===== src/rtl/bbl_pkg.sv =====
// Shared types and constants of the clamped line box filter.
`default_nettype none
package bbl_pkg;

	localparam int CH_W = 8;
	localparam int NUM_CH = 4;
	localparam int PIX_W = CH_W * NUM_CH;
	localparam int RADIUS_W = 4;
	localparam int RADIUS_TOP = (1 << RADIUS_W) - 1;
	localparam int WIN_IDX_W = $clog2(2 * RADIUS_TOP + 1);

	typedef logic [PIX_W-1:0] pix_t;

	typedef struct packed {
		logic fill;
		logic shift;
		logic [WIN_IDX_W-1:0] lo;
		logic [WIN_IDX_W-1:0] hi;
	} chain_cmd_t;

	typedef struct packed {
		logic run_last;
		logic line_done;
	} res_tag_t;

endpackage
`default_nettype wire


===== src/rtl/bbl_cell.sv =====
// One window cell: holds a pixel, shifts it on, and gates it into the window sum.
`default_nettype none
module bbl_cell #(
	parameter int IDX = 0
) (
	input wire logic clk,
	input wire bbl_pkg::chain_cmd_t cmd,
	input wire bbl_pkg::pix_t fill_pix,
	input wire bbl_pkg::pix_t prev_pix,
	output bbl_pkg::pix_t pix,
	output bbl_pkg::pix_t tap
);

	localparam logic [bbl_pkg::WIN_IDX_W-1:0] CELL_IDX = IDX[bbl_pkg::WIN_IDX_W-1:0];

	bbl_pkg::pix_t pix_q;
	logic in_win;

	always_ff @(posedge clk) begin
		if (cmd.fill) begin
			pix_q <= fill_pix;
		end else if (cmd.shift) begin
			pix_q <= prev_pix;
		end
	end

	assign in_win = (CELL_IDX >= cmd.lo) && (CELL_IDX <= cmd.hi);
	assign pix = pix_q;
	assign tap = in_win ? pix_q : '0;

endmodule
`default_nettype wire


===== config.mk =====
export PLATFORM = sky130hd
export DESIGN_NAME = bbl_cell
export DESIGN_NICKNAME = d
export VERILOG_FILES = /design/src/rtl/bbl_pkg.sv /design/src/rtl/bbl_cell.sv
export SDC_FILE = /design/constraint.sdc
export NUM_CORES = 1
export LEC_CHECK = 0
export ABC_AREA = 1
export BUFFER_PORTS_ARGS = -buffer_cell sky130_fd_sc_hd__buf_4
export CORE_UTILIZATION = 35
export DETAILED_ROUTE_END_ITERATION = 8
export PLACE_DENSITY = 0.85
export SLEW_MARGIN = 5
export SYNTH_ARGS = -nofsm -noshare
export SYNTH_HDL_FRONTEND = slang
export SYNTH_SLANG_ARGS = --single-unit
export TNS_END_PERCENT = 50

===== constraint.sdc =====
create_clock -name clk -period 1 [get_ports clk]
set_input_delay 0 -clock clk [delete_from_list [all_inputs] [get_ports clk]]
set_output_delay 0 -clock clk [all_outputs]
set_load 0.01 [all_outputs]

-- After elaboration in Yosys (flattened, before gate mapping)
Index checks and enable logic that the tools add are counted.
- bits in registers: 32
- latch bits: 0
- RAM bits: 0
- memory bits (read-only): 0
- input bits: 77
- output and inout bits: 64
- word-level logic and storage cells: 8
- memories: 0
- add/subtract/negate cells: 0
- $mul: 0
- divide/modulo/power cells: 0
- $lt $le $gt $ge: 2
- equality and inequality tests: 0
- shift operators: 0
- mux-type cells: 3
- bitwise gates (word level): 0
- reduce and logical (&&, ||, !) cells: 2
- operator list (kind ; number):
    two-way mux 32 bit ; 3
    greater-or-equal comparator 1 x 5 -> 1 bit (first input constant) ; 1
    less-or-equal comparator 1 x 5 -> 1 bit (first input constant) ; 1
    nonzero test 2 bit ; 1
    logical AND 1 bit ; 1

-- Depth between registers and ports, before layout
- depth in word-level cells: 3
- depth in mapped cells: 5
- gate-level depth less buffers: 3

-- Worst setup path before layout
OpenSTA, ideal clock, no wires.
- path kind: input-to-reg
- start point: in cmd[11] in the netlist's numbering
- end point: reg pix_q[0] (netlist: pix[0]), enable pin
- setup time: 330 ps
- arrival time: 654 ps
- data required time: 670 ps
- slack: 16 ps
- stages: 2
- path buffers: 1
- cells stage by stage: buf_2 -> or2_2
- longest elaborated chain between the ends: 1
- RTL lines (what ; line ; RTL):
    start, declared ; bbl_cell.sv:7 ; input wire bbl_pkg::chain_cmd_t cmd,
    nonzero test 2 bit (no line) ; -- ;
    end signal, assigned ; bbl_cell.sv:21 ; pix_q <= fill_pix;
    end signal, assigned ; bbl_cell.sv:23 ; pix_q <= prev_pix;
    end, declared ; bbl_cell.sv:16 ; bbl_pkg::pix_t pix_q;
Every way passes these cells.
A chain may end at the register's enable or synchronous reset.

-- Worst setup path after layout
- start point: reg pix_q[11] (netlist: pix[11])
- end point: out tap[11]
- longest elaborated chain between the ends: 1
- RTL lines (what ; line ; RTL):
    two-way mux 32 bit ; bbl_cell.sv:29 ; assign tap = in_win ? pix_q : '0;
    end, declared ; bbl_cell.sv:11 ; output bbl_pkg::pix_t tap
Every way passes these cells.

==> impl_metrics.csv <==
group,metric,value,unit
pwr,clockPowerShare,0.247,
pwr,p_int,2.65,mW
status,outcome,"completed",
clock_network,post_cts_buffers,0,
grt,grt_pass1_wl,8320,um
grt,track_usage,0.206,
route,wire_per_inst,12.0,um
yosys,synth_top_family_by_area,"simple AND/OR/NAND/NOR gates",
cells_and_area,drive_gt1_frac,0.476,
route,antenna_left,0,
cells_and_area,register_area,961,um^2
route,vias_per_cell,4.33,
pwr,swShare,0.257,
yosys,syn_inst,208,
yosys,synth_compound_area_frac,0,
yosys,synth_xor_area_frac,0,
floorplan,die_area,5320,um^2
yosys,ys_seq_elements,32,
yosys,synth_nets,285,
yosys,synth_fa_ha_area_frac,0,
timing,final_max_slew_viol_count,0,
cells_and_area,multi_input_area,597,um^2
setup_path,cp_data_arrival_time,950,ps
timing,setup_viol,0,
cells_and_area,area_growth,86.4,%
floorplan,io_pins,141,
setup_path,slowest_stage,"edfxtp_1",
clock_network,ctsHtreeMaxLevel,2,
cells_and_area,antenna_cells,0,
yosys,synth.mux.area_fraction,0,
grt,overflow,0,
timing,relSlewSlack,0.641,
cells_and_area,nNetsFinal,457,
clock_network,cts_tree,"done",
setup_path,setup.worst_path.start_class,"flip-flop",
setup_path,worstPathRequired,1000,ps
timing,tightest_slew,538,ps
cells_and_area,fillerInstances,394,
pwr,combPwrFrac,0.266,
route,drc,0,
timing,min_period_over_period,0.949,
setup_path,crit_fanout,2,
timing,hold_violations,0,
timing,finalCriticalPeriod,949,ps
placed_design,io_buffers,135,
pwr,p_leak,1.74,nW
placed_design,dp_hpwl,3610,um
pwr,powerDensity,1090,nW/um^2
setup_path,critical-path-max-stage-delay,430,ps
timing,rsz0062_at_grt,"false",
run,drv_cap,0,
grt,first_global_vias,1930,
setup_path,crit_chain,"inv_2 -> nor2_2 -> buf_4",
yosys,synth_cell_type_count,12,
clock_network,clk_pin_slew,70,ps
setup_path,endpoint_kind,"output port",
yosys,yosys.area_share.simple,0.339,
yosys,synth_warnings,0,
clock_network,cts_buffers,5,
floorplan,die_h,72.9,um
floorplan,core_area,4790,um^2
pwr,p_total,3.57,mW
clock_network,cts_root_buf,"clkbuf_8",
setup_path,path_class,"reg2out",
yosys,synthesis.area,1760,um^2
pwr,power.switching,916,uW
clock_network,clockBufferDepth,2,
timing,clock.fmax,1050,MHz
floorplan,rows,25,
cells_and_area,postLayoutCoreUtil,0.686,
route,vias,1934,
route,drtPass1Iterations,4,
yosys,ys_seq_area_frac,0.545,
yosys,synth_area_per_cell,8.47,um^2
route,drt_iter0_drc,131,
grt,antenna_found_initial,0,
grt,grt_max_degree,33,
route,routed_wl,5350,um
cells_and_area,largest_reg_flops,32,
placed_design,gp_congestion,0.726,
floorplan,start_util,0.368,
pwr,ir_drop,0.889,mV
min_path,hp-class,"in2reg",
floorplan,die_width,72.9,um
pwr,power_frac_seq,0.487,
clock_network,clock_sinks,32,
timing,final.setup.tns,0,ps
cells in the final DEF (no fill, tap or decap):
cell type and count:
nand2_1 96, nand3_2 1, clkbuf_8 5, or2_2 1, dlygate4sd3_1 35, buf_12 3, inv_2 3, buf_4 137
nor2_2 28, edfxtp_1 32, nor2_4 3, clkinv_1 2, nor2_1 3, inv_1 31
area by class of cell:
class                           count  share of cell area
Clock buffer                        5              0.0210
Inverter                           34              0.0389
Timing Repair Buffer              175               0.438
Sequential cell                    32               0.293
Multi-Input combinational cell    132               0.182
Tap cell                           67              0.0255
Clock inverter                      2             0.00229
power by group through the flow:
stage               logic, mW  registers, mW  clock network, mW
floorplan               0.254           1.82                  0
global placement        0.810           1.75                  0
detailed placement      0.834           1.76                  0
CTS                     0.946           1.74              0.905
global route             1.03           1.75              0.950
finish                  0.948           1.74              0.881
kinds of logic (layout without fill, tap and decap cells):
family / count (synthesis) / after routing
simple gates: 132 / 132
buf+inv: 44 / 216
flops: 32 / 32
through the flow:
step	cell area [um^2]	instances	setup WS (ps)	hold slack (ps)
global route	3280	447	3.97	1.42
global placement	2860	405	115	262
detailed placement	2860	405	100	267
finish	3280	447	50.7	0.0526
floorplan	1760	208	16.4	179
CTS	3280	447	38.9	1.17
Yosys cell counts:
cell | n | area (um^2)
buf_2 | 4 | 20.0
buf_4 | 3 | 22.5
buf_6 | 3 | 33.8
edfxtp_1 | 32 | 961
inv_1 | 33 | 124
inv_2 | 1 | 3.75
nand2_1 | 96 | 360
nand3_2 | 1 | 10.0
nor2_1 | 3 | 11.3
nor2_2 | 28 | 175
nor2_4 | 3 | 33.8
or2_2 | 1 | 6.26
critical path: cells and delay by family (launching register included):
family	cells	cell delay, ps
flip-flops	1	430
AND/OR/NAND/NOR	1	40
buffers and inverters	2	220
timing repair:
action,CTS,global route
resized for setup,0,2
hold buffers,35,0
endpoints found under the hold margin,20,0
endpoints found under the setup margin,0,2
per-layer routing:
layer,vias up,track usage,part of all wire
li1,957,-,-
met1,861,0.201,0.33
met2,94,0.403,0.57
met3,22,0.0414,0.053
met4,0,0.109,0.039
met5,-,0,0
worst paths after layout:
| check | to | start | slack (ps) | cells past startpoint |
|---|---|---|---|---|
| max | tap[11] | pix[11] | 50 | 3 |
| min | pix[17] | prev_pix[17] | 0.05 | 3 |
(Power assumes the default switching activity.)
