`config.mk`:
```
export PLATFORM = sky130hd
export DESIGN_NAME = bbl_ctrl
export DESIGN_NICKNAME = d
export VERILOG_FILES = /design/src/rtl/bbl_pkg.sv /design/src/rtl/bbl_ctrl.sv
export SDC_FILE = /design/constraint.sdc
export NUM_CORES = 1
export LEC_CHECK = 0
export BUFFER_PORTS_ARGS = -buffer_cell sky130_fd_sc_hd__buf_2
export CAP_MARGIN = 20
export CORE_MARGIN = 2
export CORE_UTILIZATION = 30
export DETAILED_ROUTE_END_ITERATION = 12
export PLACE_DENSITY = 0.45
export SETUP_SLACK_MARGIN = 0.5
export SYNTH_ARGS = -nofsm -noshare
export SYNTH_HDL_FRONTEND = slang
export SYNTH_SLANG_ARGS = --single-unit
```
`constraint.sdc`:
```
create_clock -name clk -period 3.2 [get_ports clk]
set_input_delay 0.32 -clock clk [delete_from_list [all_inputs] [get_ports clk]]
set_output_delay 0.32 -clock clk [all_outputs]
set_load 0.05 [all_outputs]
```
`src/rtl/bbl_pkg.sv`:
```
// Shared types and constants of the clamped line box filter.
`default_nettype none
package bbl_pkg;

	localparam int CH_W = 8;
	localparam int NUM_CH = 4;
	localparam int PIX_W = CH_W * NUM_CH;
	localparam int RADIUS_W = 4;
	localparam int RADIUS_TOP = (1 << RADIUS_W) - 1;
	localparam int WIN_IDX_W = $clog2(2 * RADIUS_TOP + 1);

	typedef logic [PIX_W-1:0] pix_t;

	typedef struct packed {
		logic fill;
		logic shift;
		logic [WIN_IDX_W-1:0] lo;
		logic [WIN_IDX_W-1:0] hi;
	} chain_cmd_t;

	typedef struct packed {
		logic run_last;
		logic line_done;
	} res_tag_t;

endpackage
`default_nettype wire

```
`src/rtl/bbl_ctrl.sv`:
```
// Line sequencer: radius register, line position, pending results and flush.
`default_nettype none
module bbl_ctrl #(
	parameter int RM = 15,
	parameter int MAX_LINE = 4096,
	parameter int POS_W = 12,
	parameter int LW = 5
) (
	input wire logic clk,
	input wire logic arst_n,
	input wire logic cfg_valid,
	output logic cfg_ready,
	input wire logic [bbl_pkg::RADIUS_W-1:0] radius,
	input wire logic in_valid,
	output logic in_ready,
	input wire logic line_end,
	input wire logic emit_ready,
	output logic emit_valid,
	output bbl_pkg::res_tag_t tag,
	output logic [bbl_pkg::RADIUS_W-1:0] r_eff,
	output bbl_pkg::chain_cmd_t cmd,
	output logic take_in
);

	localparam int RW = bbl_pkg::RADIUS_W;
	localparam int IW = bbl_pkg::WIN_IDX_W;
	localparam int CW = ((LW > RW) ? LW : RW) + 1;

	logic [RW-1:0] radius_q;
	logic [POS_W-1:0] pos_q;
	logic [LW-1:0] lead_q;
	logic [LW-1:0] pend_q;
	logic busy_q;
	logic flush_q;

	logic [CW-1:0] lead_x;
	logic [CW-1:0] r_x;
	logic [CW-1:0] base;
	logic [CW:0] hi_x;
	logic due;
	logic last_due;
	logic pend_last;
	logic emit_fire;
	logic accept;
	logic is_end;

	assign r_eff = (radius_q > RW'(RM)) ? RW'(RM) : radius_q;
	assign lead_x = CW'(lead_q);
	assign r_x = CW'(r_eff);
	assign due = lead_x > r_x;
	assign last_due = lead_x == (r_x + CW'(1));
	assign base = lead_x - r_x - CW'(1);
	assign hi_x = (CW + 1)'(base) + ((CW + 1)'(r_x) << 1);
	assign pend_last = pend_q == LW'(1);

	assign emit_valid = due && (busy_q || flush_q);
	assign emit_fire = emit_valid && emit_ready;
	assign in_ready = !flush_q && (!busy_q || !due || (emit_fire && last_due));
	assign accept = in_valid && in_ready;
	assign is_end = line_end || (pos_q == POS_W'(MAX_LINE - 1));
	assign take_in = accept;
	assign cfg_ready = 1'b1;

	always_comb begin
		cmd.fill = accept && (pos_q == '0);
		cmd.shift = accept || (flush_q && (!due || emit_fire));
		cmd.lo = base[IW-1:0];
		cmd.hi = hi_x[IW-1:0];
		tag.run_last = flush_q ? pend_last : last_due;
		tag.line_done = flush_q && pend_last;
	end

	always_ff @(posedge clk or negedge arst_n) begin
		if (!arst_n) begin
			radius_q <= RW'(1);
			pos_q <= '0;
			lead_q <= '0;
			pend_q <= '0;
			busy_q <= 1'b0;
			flush_q <= 1'b0;
		end else begin
			if (cfg_valid) begin
				radius_q <= radius;
			end
			if (accept) begin
				pos_q <= is_end ? '0 : pos_q + POS_W'(1);
			end
			busy_q <= accept ? !is_end : (busy_q && due);
			if (flush_q) begin
				if (emit_fire && pend_last) begin
					flush_q <= 1'b0;
					lead_q <= '0;
				end else if (!due) begin
					lead_q <= lead_q + LW'(1);
				end
				if (emit_fire) begin
					pend_q <= pend_q - LW'(1);
				end
			end else begin
				if (accept && !emit_fire) begin
					lead_q <= lead_q + LW'(1);
				end else if (!accept && emit_fire) begin
					lead_q <= lead_q - LW'(1);
				end
				if (accept && is_end) begin
					flush_q <= 1'b1;
					pend_q <= emit_fire ? lead_q : lead_q + LW'(1);
				end
			end
		end
	end

endmodule
`default_nettype wire

```
# After elaboration in Yosys (flattened, before gate mapping)
# Cells that the tools add are included.
# W data, S select, Z words.
[word_totals]
elab_cells = 67
in_bits = 10
out_inout_bits = 22
register_bits = 28
[classes]
n_reduce_logical = 30
eq_ne = 5
n_lt_le_gt_ge = 2
n_mux = 16
addsub = 8
[ops]
columns = ["operator", "n"]
rows = [
  ["$mux W5", 9],
  ["$sub A5 B1 Y5 const B", 3],
  ["$logic_and A1 B1 Y1", 13],
  ["$add A12 B1 Y12 const B", 1],
  ["$eq A12 B12 Y1 const B", 1],
  ["$logic_not A12 Y1", 1],
  ["$mux W12", 1],
  ["$logic_not A1 Y1", 6],
  ["$logic_or A1 B1 Y1", 6],
  ["$add A4 B1 Y5 const B", 1],
  ["$add A5 B1 Y5 const B", 1],
  ["$add A5 B5 Y5", 1],
  ["$eq A5 B1 Y1 const B", 1],
  ["$eq A5 B5 Y1", 1],
  ["$gt A5 B4 Y1", 1],
  ["$mux W1", 5],
  ["$sub A5 B4 Y5", 1],
  ["$gt A4 B4 Y1 const B", 1],
  ["$mux W4", 1],
  ["$reduce_and A2 Y1", 2],
  ["$ne A3 B2 Y1 const B", 1],
  ["$reduce_bool A3 Y1", 1],
  ["$ne A2 B1 Y1 const B", 1],
  ["$reduce_bool A2 Y1", 1],
]

# Depth between registers and ports, before layout
[depth]
depth_word = 14
mapped_depth = 11

# Worst setup path after synthesis
# Ideal clock, no wire load.
[synth_path]
path_kind = "reg2out"
start = "register radius_q[2]"
end = "output cmd[4] (netlist name)"
path_slack_ns = -0.974
t_required_ns = 2.880
t_arrival_ns = 3.854
path_stages_with_launch = 9
cell_sequence = "dfrtp_1 inv_1 ha_1 xnor2_1 ha_1 a21o_1 a21oi_1 xnor2_1 xnor2_1"
[synth_lines]
columns = ["item", "line", "source"]
rows = [
  ["start: declaration", "bbl_ctrl.sv:29", "logic [RW-1:0] radius_q;"],
  ["start signal: assignment", "bbl_ctrl.sv:83", "radius_q <= radius;"],
  ["end: declaration", "bbl_ctrl.sv:21", "output bbl_pkg::chain_cmd_t cmd,"],
]

==> results.json <==
{
  "synth_edf_count": 0,
  "gp_congestion": 0.7888,
  "yosysSeqAreaShare": 0.2953,
  "drv_cap": 0,
  "die_x_um": 93.02,
  "overflow": 0,
  "grt_max_degree": 29,
  "hp-class": "in2async",
  "critical_path_class": "reg2out",
  "grt_pass1_wl_mm": 11.94,
  "setup_violations": 0,
  "fin_nets": 359,
  "port_buffers": 30,
  "tns_ps": 0,
  "placed_cell_area_mm2": 0.002820,
  "routed_wl_mm": 7.189,
  "status": "completed",
  "synthesis.nets": 312,
  "fillers": 796,
  "synth.avg_cell_area_um2": 8.341,
  "cts_tree": "built",
  "drtIter0Drc": 126,
  "vdd_drop_max_mv": 0.6564,
  "diodes": 0,
  "cts.sink_count": 28,
  "critPathLaunchType": "register",
  "rows": 32,
  "grt_usage": 0.1738,
  "drive_gt1_frac": 0.3444,
  "dp_slack_ps": 292.3,
  "required_ps": 2880,
  "fin_ws_ps": 203.3,
  "synth_area_mm2": 0.002377,
  "final-seq-area_um2": 714.4,
  "synth_cell_types": 58,
  "drc": 0,
  "ys_ff_latch": 28,
  "r2r_cells": 9,
  "insertion_delay_ps": 290,
  "cts_buffers": 3,
  "finalInstanceArea_mm2": 0.003197,
  "slew_viol_final": 0,
  "holdBufCountCts": 0,
  "dp_hpwl_mm": 5.172,
  "finalHoldViolations": 0,
  "fin_util": 0.4159,
  "start_util": 0.3092,
  "synth_warnings": 0,
  "postSynthCellCount": 285,
  "ant_nets": 0,
  "areaGrowthSynthToFinish_pct": 34.47,
  "design.portCount": 32,
  "max_freq_ghz": 0.3337,
  "h-tree-depth": 1,
  "rsz0062_at_grt": "true",
  "p_leak_nw": 1.367,
  "power_density_mw_per_mm2": 1200,
  "critPathArrivalTime_ps": 2680,
  "core-area_mm2": 0.007687,
  "multiInputGateArea_mm2": 0.001829,
  "grt_pass1_vias": 2244,
  "fin_worst_skew_ps": 9.924,
  "tightestPinTransition_ps": 724.3,
  "routed-via-count": 2269,
  "synthFlopType": "dfrtp_1",
  "wl_per_cell_um": 16.60,
  "die_area_mm2": 0.008653,
  "die_h_um": 93.02,
  "path_max_fanout": 2,
  "via_per_inst": 5.240,
  "fin_crit_sh": 0.9365,
  "fin_crit_ps": 2997,
  "synth_async_sr_flop_share": 1.000,
  "cts.reportedPaths.clkPinSlew_ps": 110,
  "relSlewSlack": 0.5171,
  "root_buffer": "clkbuf_8",
  "firstDrtPassIters": 4,
  "antenna_found_initial": 0,
  "clk_path_buf_depth": 2,
  "critPathCaptureType": "output pin",
  "whs_ps": 74.96
}
-- where the power goes --
group	internal [W]	switching, W
registers	0.000455	0.000148
clock network	0.0000898	0.000127
logic	0.00122	0.00180
-- worst max-delay path, stage by stage (launching register included) --
cell	delay [ps]
dfstp_4	500
inv_4	60
ha_4	130
inv_2	40
fa_2	550
clkinvlp_4	100
ha_4	170
a21o_1	180
a21oi_4	150
xnor2_2	180
xnor2_4	150
buf_6	170
-- stage by stage --
step                total power [W]  instances
floorplan                  0.002742        285
global route               0.004098        433
CTS                        0.003677        429
detailed placement         0.003226        413
global placement           0.003235        413
finish                     0.003835        433
-- synth_stat cells, drive strengths merged (3+ instances only) --
library cell  number  area, µm²
nand2             31      118.9
o21ai             31      155.1
dfrtp             27      675.7
inv               22      82.58
nor2              21      78.83
nand3             16      80.08
ha                15      187.7
xnor2             13      113.9
nor3              10      55.05
a21oi              9      45.04
mux2i              8      80.08
buf                7      52.54
o31ai              6      45.04
clkbuf             5      18.77
a21o               4      30.03
a31oi              4      25.02
and2               4      27.53
a32oi              3      26.28
and3               3      18.77
nand2b             3      18.77
nand4b             3      26.28
o211ai             3      36.28
or2                3      18.77
xor2               3      26.28
-- logic make-up (layout without fill, tap and decap cells) --
| family | count (synthesis) | count (layout) | synth area share |
|---|---|---|---|
| compound gates | 75 | 75 | 0.2216 |
| xor+xnor | 16 | 16 | 0.05895 |
| fa+ha+maj | 17 | 17 | 0.09579 |
| buf+inv | 34 | 79 | 0.06473 |
| flops | 28 | 28 | 0.2953 |
| mux | 10 | 10 | 0.04474 |
| other cells | 1 | 1 | 0.001577 |
| simple gates | 104 | 105 | 0.2174 |
-- state kept, by name, indices dropped and copies added, names as in the netlist --
name	flops
pos_q	12
lead_q	5
pend_q	5
radius_q	4
busy_q	1
flush_q	1
-- cells in the final DEF (no fill, tap or decap), drive strengths merged, types with 4 or more instances in the layout --
master | netlist | final
buf | 7 | 52
nand2 | 31 | 31
o21ai | 31 | 31
dfrtp | 27 | 27
nor2 | 21 | 21
inv | 22 | 20
nand3 | 16 | 16
ha | 15 | 15
xnor2 | 13 | 13
nor3 | 10 | 10
a21oi | 9 | 9
mux2i | 8 | 8
o31ai | 6 | 6
and2 | 4 | 5
clkbuf | 5 | 5
a21o | 4 | 4
a31oi | 4 | 4
-- timing repair --
action                     CTS  global route
pin swaps                    9             9
setup buffers               11             4
setup endpoints to repair   19            22
cloned                       1             0
gates resized for setup     29            23
-- path summary, 6_finish.rpt --
check                                        startpoint                 endpoint  slack, ps
worst max-delay path            radius_q[0]$_DFFE_PN1P_                   cmd[4]        200
worst min-delay path                             arst_n  radius_q[1]$_DFFE_PN0P_         70
worst max register to register  radius_q[0]$_DFFE_PN1P_    pos_q[11]$_DFFE_PN0P_        550
worst min register to register    pos_q[10]$_DFFE_PN0P_    pos_q[10]$_DFFE_PN0P_        570
max in group asynchronous                        arst_n  radius_q[1]$_DFFE_PN0P_       2600
min in group clk                              radius[2]  radius_q[2]$_DFFE_PN0P_        250
-- final cells by class --
cell class	count	share of cell area
clock buffer	4	0.01409
inverter	22	0.02975
multi-input combinational	224	0.5722
sequential	28	0.2235
tap	102	0.03992
timing repair buffer	53	0.1205
-- metal layers --
metal  wire, µm  share of wire  up-vias  track usage
li1           -              -     1111            -
met1       3622           0.50     1105       0.2664
met2       3257           0.45       51       0.2657
met3        285          0.040        2      0.02981
met4         23         0.0032        0      0.01471
met5          0              0        -            0
Power figures use the tool's default switching activity.
