$ cat src/rtl/bbl_pkg.sv
// Shared types and constants of the clamped line box filter.
`default_nettype none
package bbl_pkg;

	localparam int CH_W = 8;
	localparam int NUM_CH = 4;
	localparam int PIX_W = CH_W * NUM_CH;
	localparam int RADIUS_W = 4;
	localparam int RADIUS_TOP = (1 << RADIUS_W) - 1;
	localparam int WIN_IDX_W = $clog2(2 * RADIUS_TOP + 1);

	typedef logic [PIX_W-1:0] pix_t;

	typedef struct packed {
		logic fill;
		logic shift;
		logic [WIN_IDX_W-1:0] lo;
		logic [WIN_IDX_W-1:0] hi;
	} chain_cmd_t;

	typedef struct packed {
		logic run_last;
		logic line_done;
	} res_tag_t;

endpackage
`default_nettype wire

$ cat src/rtl/bbl_avg.sv
// Window sum tree and reciprocal divide, one result per cycle, with backpressure.
`default_nettype none
module bbl_avg #(
	parameter int W = 31,
	parameter int RM = 15
) (
	input wire logic clk,
	input wire logic arst_n,
	input wire logic in_valid,
	output logic in_ready,
	input wire bbl_pkg::pix_t taps [W],
	input wire bbl_pkg::res_tag_t tag,
	input wire logic [bbl_pkg::RADIUS_W-1:0] r_eff,
	output logic out_valid,
	input wire logic out_ready,
	output bbl_pkg::pix_t avg_pix,
	output bbl_pkg::res_tag_t out_tag
);

	localparam int CH_W = bbl_pkg::CH_W;
	localparam int NCH = bbl_pkg::NUM_CH;
	localparam int SW = $clog2(W * ((1 << CH_W) - 1) + 1);
	localparam int G = (W + 3) / 4;
	localparam int G2 = (G + 3) / 4;
	localparam int DW = $clog2(2 * RM + 2);
	localparam int K = SW + DW;
	localparam int RCW = K + 1;
	localparam int PW = SW + RCW;
	localparam int RIW = $clog2(RM + 1);

	logic [RCW-1:0] recip [RM+1];
	logic [RCW-1:0] rcp_sel;

	logic [SW-1:0] grp1 [G][NCH];
	logic [SW-1:0] grp2 [G2][NCH];
	logic [SW-1:0] tot [NCH];

	logic [SW-1:0] grp_s1 [G][NCH];
	logic [SW-1:0] grp_s2 [G2][NCH];
	logic [SW-1:0] tot_s3 [NCH];
	logic [PW-1:0] prod_s4 [NCH];
	logic [CH_W-1:0] avg_q [NCH];
	bbl_pkg::res_tag_t tag_s1, tag_s2, tag_s3, tag_s4, tag_q;
	logic v_s1, v_s2, v_s3, v_s4, v_q;
	logic rdy1, rdy2, rdy3, rdy4, rdy_o;

	for (genvar g = 0; g <= RM; g++) begin : g_recip
		localparam logic [RCW-1:0] RCP =
			RCW'(((64'd1 << K) + 64'(2 * g)) / 64'(2 * g + 1));
		assign recip[g] = RCP;
	end

	assign rcp_sel = recip[r_eff[RIW-1:0]];

	assign rdy_o = !v_q || out_ready;
	assign rdy4 = !v_s4 || rdy_o;
	assign rdy3 = !v_s3 || rdy4;
	assign rdy2 = !v_s2 || rdy3;
	assign rdy1 = !v_s1 || rdy2;
	assign in_ready = rdy1;

	always_comb begin
		for (int g = 0; g < G; g++) begin
			for (int c = 0; c < NCH; c++) begin
				grp1[g][c] = '0;
				for (int e = 0; e < 4; e++) begin
					if (4 * g + e < W) begin
						grp1[g][c] = grp1[g][c] + SW'(taps[4 * g + e][CH_W * c +: CH_W]);
					end
				end
			end
		end
	end

	always_comb begin
		for (int h = 0; h < G2; h++) begin
			for (int c = 0; c < NCH; c++) begin
				grp2[h][c] = '0;
				for (int e = 0; e < 4; e++) begin
					if (4 * h + e < G) begin
						grp2[h][c] = grp2[h][c] + grp_s1[4 * h + e][c];
					end
				end
			end
		end
	end

	always_comb begin
		for (int c = 0; c < NCH; c++) begin
			tot[c] = '0;
			for (int h = 0; h < G2; h++) begin
				tot[c] = tot[c] + grp_s2[h][c];
			end
		end
	end

	always_ff @(posedge clk or negedge arst_n) begin
		if (!arst_n) begin
			v_s1 <= 1'b0;
			v_s2 <= 1'b0;
			v_s3 <= 1'b0;
			v_s4 <= 1'b0;
			v_q <= 1'b0;
		end else begin
			if (rdy1) v_s1 <= in_valid;
			if (rdy2) v_s2 <= v_s1;
			if (rdy3) v_s3 <= v_s2;
			if (rdy4) v_s4 <= v_s3;
			if (rdy_o) v_q <= v_s4;
		end
	end

	always_ff @(posedge clk) begin
		if (rdy1) begin
			grp_s1 <= grp1;
			tag_s1 <= tag;
		end
		if (rdy2) begin
			grp_s2 <= grp2;
			tag_s2 <= tag_s1;
		end
		if (rdy3) begin
			tot_s3 <= tot;
			tag_s3 <= tag_s2;
		end
		if (rdy4) begin
			for (int c = 0; c < NCH; c++) begin
				prod_s4[c] <= PW'(tot_s3[c]) * PW'(rcp_sel);
			end
			tag_s4 <= tag_s3;
		end
		if (rdy_o) begin
			for (int c = 0; c < NCH; c++) begin
				avg_q[c] <= prod_s4[c][K +: CH_W];
			end
			tag_q <= tag_s4;
		end
	end

	always_comb begin
		for (int c = 0; c < NCH; c++) begin
			avg_pix[CH_W * c +: CH_W] = avg_q[c];
		end
	end

	assign out_valid = v_q;
	assign out_tag = tag_q;

endmodule
`default_nettype wire

$ cat config.mk
export PLATFORM = sky130hd
export DESIGN_NAME = bbl_avg
export DESIGN_NICKNAME = d
export VERILOG_FILES = /design/src/rtl/bbl_pkg.sv /design/src/rtl/bbl_avg.sv
export SDC_FILE = /design/constraint.sdc
export NUM_CORES = 2
export LEC_CHECK = 0
export BUFFER_PORTS_ARGS = -buffer_cell sky130_fd_sc_hd__clkbuf_2
export CAP_MARGIN = 20
export CORE_MARGIN = 4
export CORE_UTILIZATION = 45
export DETAILED_ROUTE_END_ITERATION = 8
export PLACE_DENSITY = 0.68
export SLEW_MARGIN = 20
export SYNTH_ARGS = -nofsm -noshare
export SYNTH_HDL_FRONTEND = slang
export SYNTH_SLANG_ARGS = --single-unit
export TNS_END_PERCENT = 30
$ cat constraint.sdc
create_clock -name clk -period 12.3 [get_ports clk]
set_input_delay 1.845 -clock clk [delete_from_list [all_inputs] [get_ports clk]]
set_output_delay 1.845 -clock clk [all_outputs]
set_load 0.1 [all_outputs]
* Yosys cells after proc, flatten, opt, wreduce, memory -nomap -nowiden
Memories as Yosys holds them, arrays and structs flattened.
Index checks and enable logic that the tools add are counted.
** Cells by class
- Mux-type cells :: 6
- Magnitude comparators :: 1
- Multipliers :: 4
- Reduce and logical (&&, ||, !) cells :: 10
- Add/subtract/negate cells :: 120
- Bitwise gates (word level) :: 1
** Operators by type and width (number)
- 13-bit adder :: 28
- 9-bit by 8-bit adder with 10-bit output :: 32
- 10-bit by 8-bit adder with 11-bit output :: 28
- 8-bit by 8-bit adder with 9-bit output :: 32
- 13-bit by 19-bit multiplier with 32-bit output :: 4
- 19-bit 2-to-1 mux :: 2
- 5-bit greater-or-equal comparator, second input constant :: 1
- 1-bit zero test :: 5
- 1-bit logical OR :: 5
- 4-bit inverter with 5-bit output :: 1
- 1-bit 2-to-1 mux :: 4
** Word-level totals
- Word-level logic and storage cells :: 204
- Bits in read-only memories :: 304
- Output and inout bits :: 36
- Memories :: 3
- Bits of input ports :: 1002
- Register bits after elaboration :: 587
- RAM bits :: 160
** Memory list
- (name not given) :: words 16, bits a word 19, read ports 1, clocked after memory_dff 0, write ports 0, line bbl_avg.sv:53 : assign rcp_sel = recip[r_eff[RIW-1:0]];
- prod_s4 :: words 4, bits a word 32, read ports 4, clocked after memory_dff 0, write ports 4, line bbl_avg.sv:41 : logic [PW-1:0] prod_s4 [NCH];
- avg_q :: words 4, bits a word 8, read ports 4, clocked after memory_dff 0, write ports 4, line bbl_avg.sv:42 : logic [CH_W-1:0] avg_q [NCH];

* Depth between registers and ports, before layout
- Depth in word-level cells :: 6
- Mapped depth :: 27
- Gate-level depth less buffers :: 26

* Worst setup path after synthesis
No wires, ideal clock.
- Path type :: input port to flip-flop
- Start point :: in out_ready
- End point :: reg grp_s1[0] (netlist bit), enable pin
- Required time :: 9.700 ns
- Setup time :: 2.600 ns
- Buffers on the path :: 0
- Slack :: -1.419 ns
- Stages :: 4
- Arrival :: 11.120 ns
- Cells stage by stage :: nor2b_1 nand4_1 inv_1 nand2_1
** Between the ends
- Cells in the longest elaborated chain, start to end :: 5
** Ends and longest elaborated chain
- start, declared :: line bbl_avg.sv:15 : input wire logic out_ready,
- 1-bit logical OR :: line bbl_avg.sv:55 : assign rdy_o = !v_q || out_ready;
- 1-bit logical OR :: line bbl_avg.sv:56 : assign rdy4 = !v_s4 || rdy_o;
- 1-bit logical OR :: line bbl_avg.sv:57 : assign rdy3 = !v_s3 || rdy4;
- 1-bit logical OR :: line bbl_avg.sv:58 : assign rdy2 = !v_s2 || rdy3;
- net rdy2 :: line bbl_avg.sv:45 : logic rdy1, rdy2, rdy3, rdy4, rdy_o;
- 1-bit logical OR :: line bbl_avg.sv:59 : assign rdy1 = !v_s1 || rdy2;
- net in_ready :: line bbl_avg.sv:10 : output logic in_ready,
- end signal, assigned :: line bbl_avg.sv:115 : grp_s1 <= grp1;
- end, declared :: line bbl_avg.sv:38 : logic [SW-1:0] grp_s1 [G][NCH];
The timed path passes the listed nets, and every way through them passes these cells.
A chain may end at the register's enable or synchronous reset.

==> run metrics <==
synth top area cells fa_1 (38%), edfxtp_1 (24%), ha_1 (12%); Tmin final 8.48 ns; layout cells sized above 1 0.172; area leader, netlist fa_1; CTS buffer count 61; CTS sink count 547; outcome finished, final reports clean; clock root cell clkbuf_16; gr ovfl total 0; Tcrit/Tclk final 0.690; Max Slew Vio Count 0; Clock Path Buffers 3; commonest non-fill, non-tap cells in the layout fa_1 (1308), inv_1 (1187), clkbuf_2 (1037); TNS Setup 0 ns; initial antenna violation count 41; area grow syn2layout 14.1%; post-DP HPWL 168000 um; crit end category flip-flop; GRT Util Overall 0.251; clock latency on the worst-skew pair 0.72 ns; post-CTS setup buffer count 0; startpoint types input port; ANT nets after route 0; via density per instance 5.14; Post-Synth Adder-Cell Area 0.495; # H-tree levels 2; Die W around 400 um; Final Hold Fails 0; syn nets 9049; TritonRoute pass-1 iters 5; Port Buffer Count 1037; post-synthesis mux area share 0.000616; clock skew about 0.074 ns; compound-gate portion of the synthesized area 0.0615; Final Net Count approximately 10000; simple-gate share of the synthesized area 0.0881; Hold Crit Depth 0; initial core utilization 0.454; CP Class in -> reg; Die Y roughly 400 um; DRT iter0 DRCs 2922; Min-Delay Path Class reg -> reg; measured slew at the worst slew-check pin 1.09 ns; main flop type after synthesis edfxtp_1; endpoints failing setup 0; largest family of logic cells by synthesized area adder cells; Post-Synth XOR/XNOR Area 0.0426; # Max-Cap Violations 0; # DRC 0; Seq cells post-synth 547; post_cts resized 0; Detailed Route WL 199000 um; Syn. warnings 0; core area ~150000 um2; Rel. slew slack 0.271; Mapped Avg Cell Area 11.3 um2; CTS tree built; Post-Synthesis Cells a little over 6000; # IOs 1038; FF-to-FF path depth 18; Critical Path RT 12.69 ns; Async S/R FF share, synth 0.00914; via count 47088; Netlist cell types 71; FILL cells roughly 13000; CP Data Arrival Time 8.87 ns; Final GP Congestion 0.972; Reg-to-Reg Start tot_s3[20]; hold path startpoint tag_s2[0]; crit-path max FO 27; fmax 118 MHz; Synth top area share 0.379; post-synthesis sequential area ratio 0.237; first-pass GRT wire length between 300000 and 400000 um; cell row count roughly 140; hold worst-path end tag_s3[0]; R2R Setup Slk 6.18 ns; vias in the first global route 50798; EDFF count, synth 542; die area around 160000 um2; FF-to-FF End prod_s4[2][25]; Post-CTS Hold Buffers 0; drt wl/cell around 22 um; most common cell after layout, fill and taps aside fa_1; largest net degree at the start of global routing 80; RSZ-0062 raised after global routing false; mapped cell area between 60000 and 70000 um2; clock transition at the registers of the reported paths around 0.060 ns
==> worst max-delay path, stage by stage <==
cell and delay (ns):
clkbuf_2 0.21, inv_1 0.18, ha_1 0.16, buf_4 0.32, nand2_1 0.24, a31oi_4 0.78
buf_4 0.44, nand2_1 0.14, fa_1 0.54, fa_1 0.56, inv_1 0.06, fa_1 0.44
fa_1 0.49, inv_1 0.05, fa_1 0.47, inv_1 0.04, ha_1 0.30, a21oi_1 0.13
o21ai_0 0.14, o21ai_0 0.32, nor3_2 0.14, o41ai_4 0.44, o21ai_2 0.15, a21oi_2 0.17
xnor2_1 0.08
==> per-stage QoR <==
stage	setup WS (ns)	utilization	instance area [um2]	hold WS, ns	cells
5_1_grt	3.38	0.517	78800	0.428	9154
2_1_floorplan	1.79	-	69100	0.400	6097
4_1_cts	3.91	0.517	78700	0.418	9147
6_report	3.82	0.518	78800	0.416	9168
3_3_place_gp	3.18	0.503	76500	0.401	9033
3_5_place_dp	3.16	0.503	76500	0.405	9033
==> routing by layer <==
metal / up-vias / part of all wire / GRT usage / routed length, um
met4: 16 / 0.029 / 0.0683 / 5790
met2: 1645 / 0.48 / 0.409 / 96000
met3: 287 / 0.085 / 0.0678 / 16900
met5: - / 0.00046 / 0 / 92
met1: 23930 / 0.40 / 0.333 / 80400
li1: 21210 / - / - / -
==> worst max path at each step <==
stage	from	depth (start not counted)	slack, ns	to
floorplan	out_ready	4	1.79	in_ready
global placement	r_eff[1]	25	3.18	prod_s4[2][25]
detailed placement	r_eff[1]	25	3.16	prod_s4[0][24]
CTS	r_eff[1]	25	3.91	prod_s4[0][24]
global route	r_eff[2]	24	3.38	prod_s4[0][24]
finish	r_eff[1]	25	3.82	prod_s4[1][25]
==> state kept, by name (all words and copies together), names as in the netlist <==
register   flops
avg_q         32
grp_s1       320
grp_s2        96
out_tag        2
out_valid      1
prod_s4       32
tag_s1         2
tag_s2         2
tag_s3         2
tag_s4         2
tot_s3        52
v_s1           1
v_s2           1
v_s3           1
v_s4           1
==> cell usage after synthesis, types with 3 or more instances <==
master / count
fa_1: 1308
inv_1: 1188
ha_1: 642
edfxtp_1: 542
nand2_1: 527
and2_1: 376
a21oi_1: 253
xnor2_1: 251
clkbuf_1: 154
o21ai_0: 139
a21o_1: 113
nor2_1: 90
xor2_1: 85
o21bai_1: 70
and3_1: 52
nand2b_1: 27
nor2b_1: 24
nand3_1: 21
nor3_1: 21
a21boi_0: 20
or3_1: 17
or2_2: 14
buf_1: 13
o21a_1: 11
a31oi_1: 10
nand4_1: 9
nand3b_1: 8
o311a_1: 8
nor4_1: 7
nor4b_1: 7
o311ai_0: 7
a2111oi_0: 5
a211oi_1: 5
dfrtp_1: 5
nor3b_1: 5
a22oi_1: 4
o211ai_1: 4
o21ai_1: 4
a21oi_2: 3
a311o_1: 3
buf_6: 3
nor4bb_1: 3
o2111ai_1: 3
o31ai_1: 3
==> final cells by class <==
class                      count  area, um2  area share
clock buffer                  64       1540      0.0195
tap                         2030       2540      0.0322
inverter                    1189       4460      0.0566
timing repair buffer        1077       5490      0.0697
multi-input combinational   4190      47700       0.605
antenna                       21       52.6    0.000667
clock inverter                50        664     0.00843
sequential                   547      16400       0.208
==> kinds of logic (layout without fill, tap and decap cells) <==
kind of cell,count (synthesis),in the layout
mux,3,3
flops,547,547
buf+inv,1360,2380
compound gates,683,683
xor+xnor,336,336
simple gates,1218,1218
fa+ha+maj,1950,1950
other cells,0,21
Power is not shown: default switching activity piles up to over one toggle a cycle in this logic, so the estimate is an artifact.
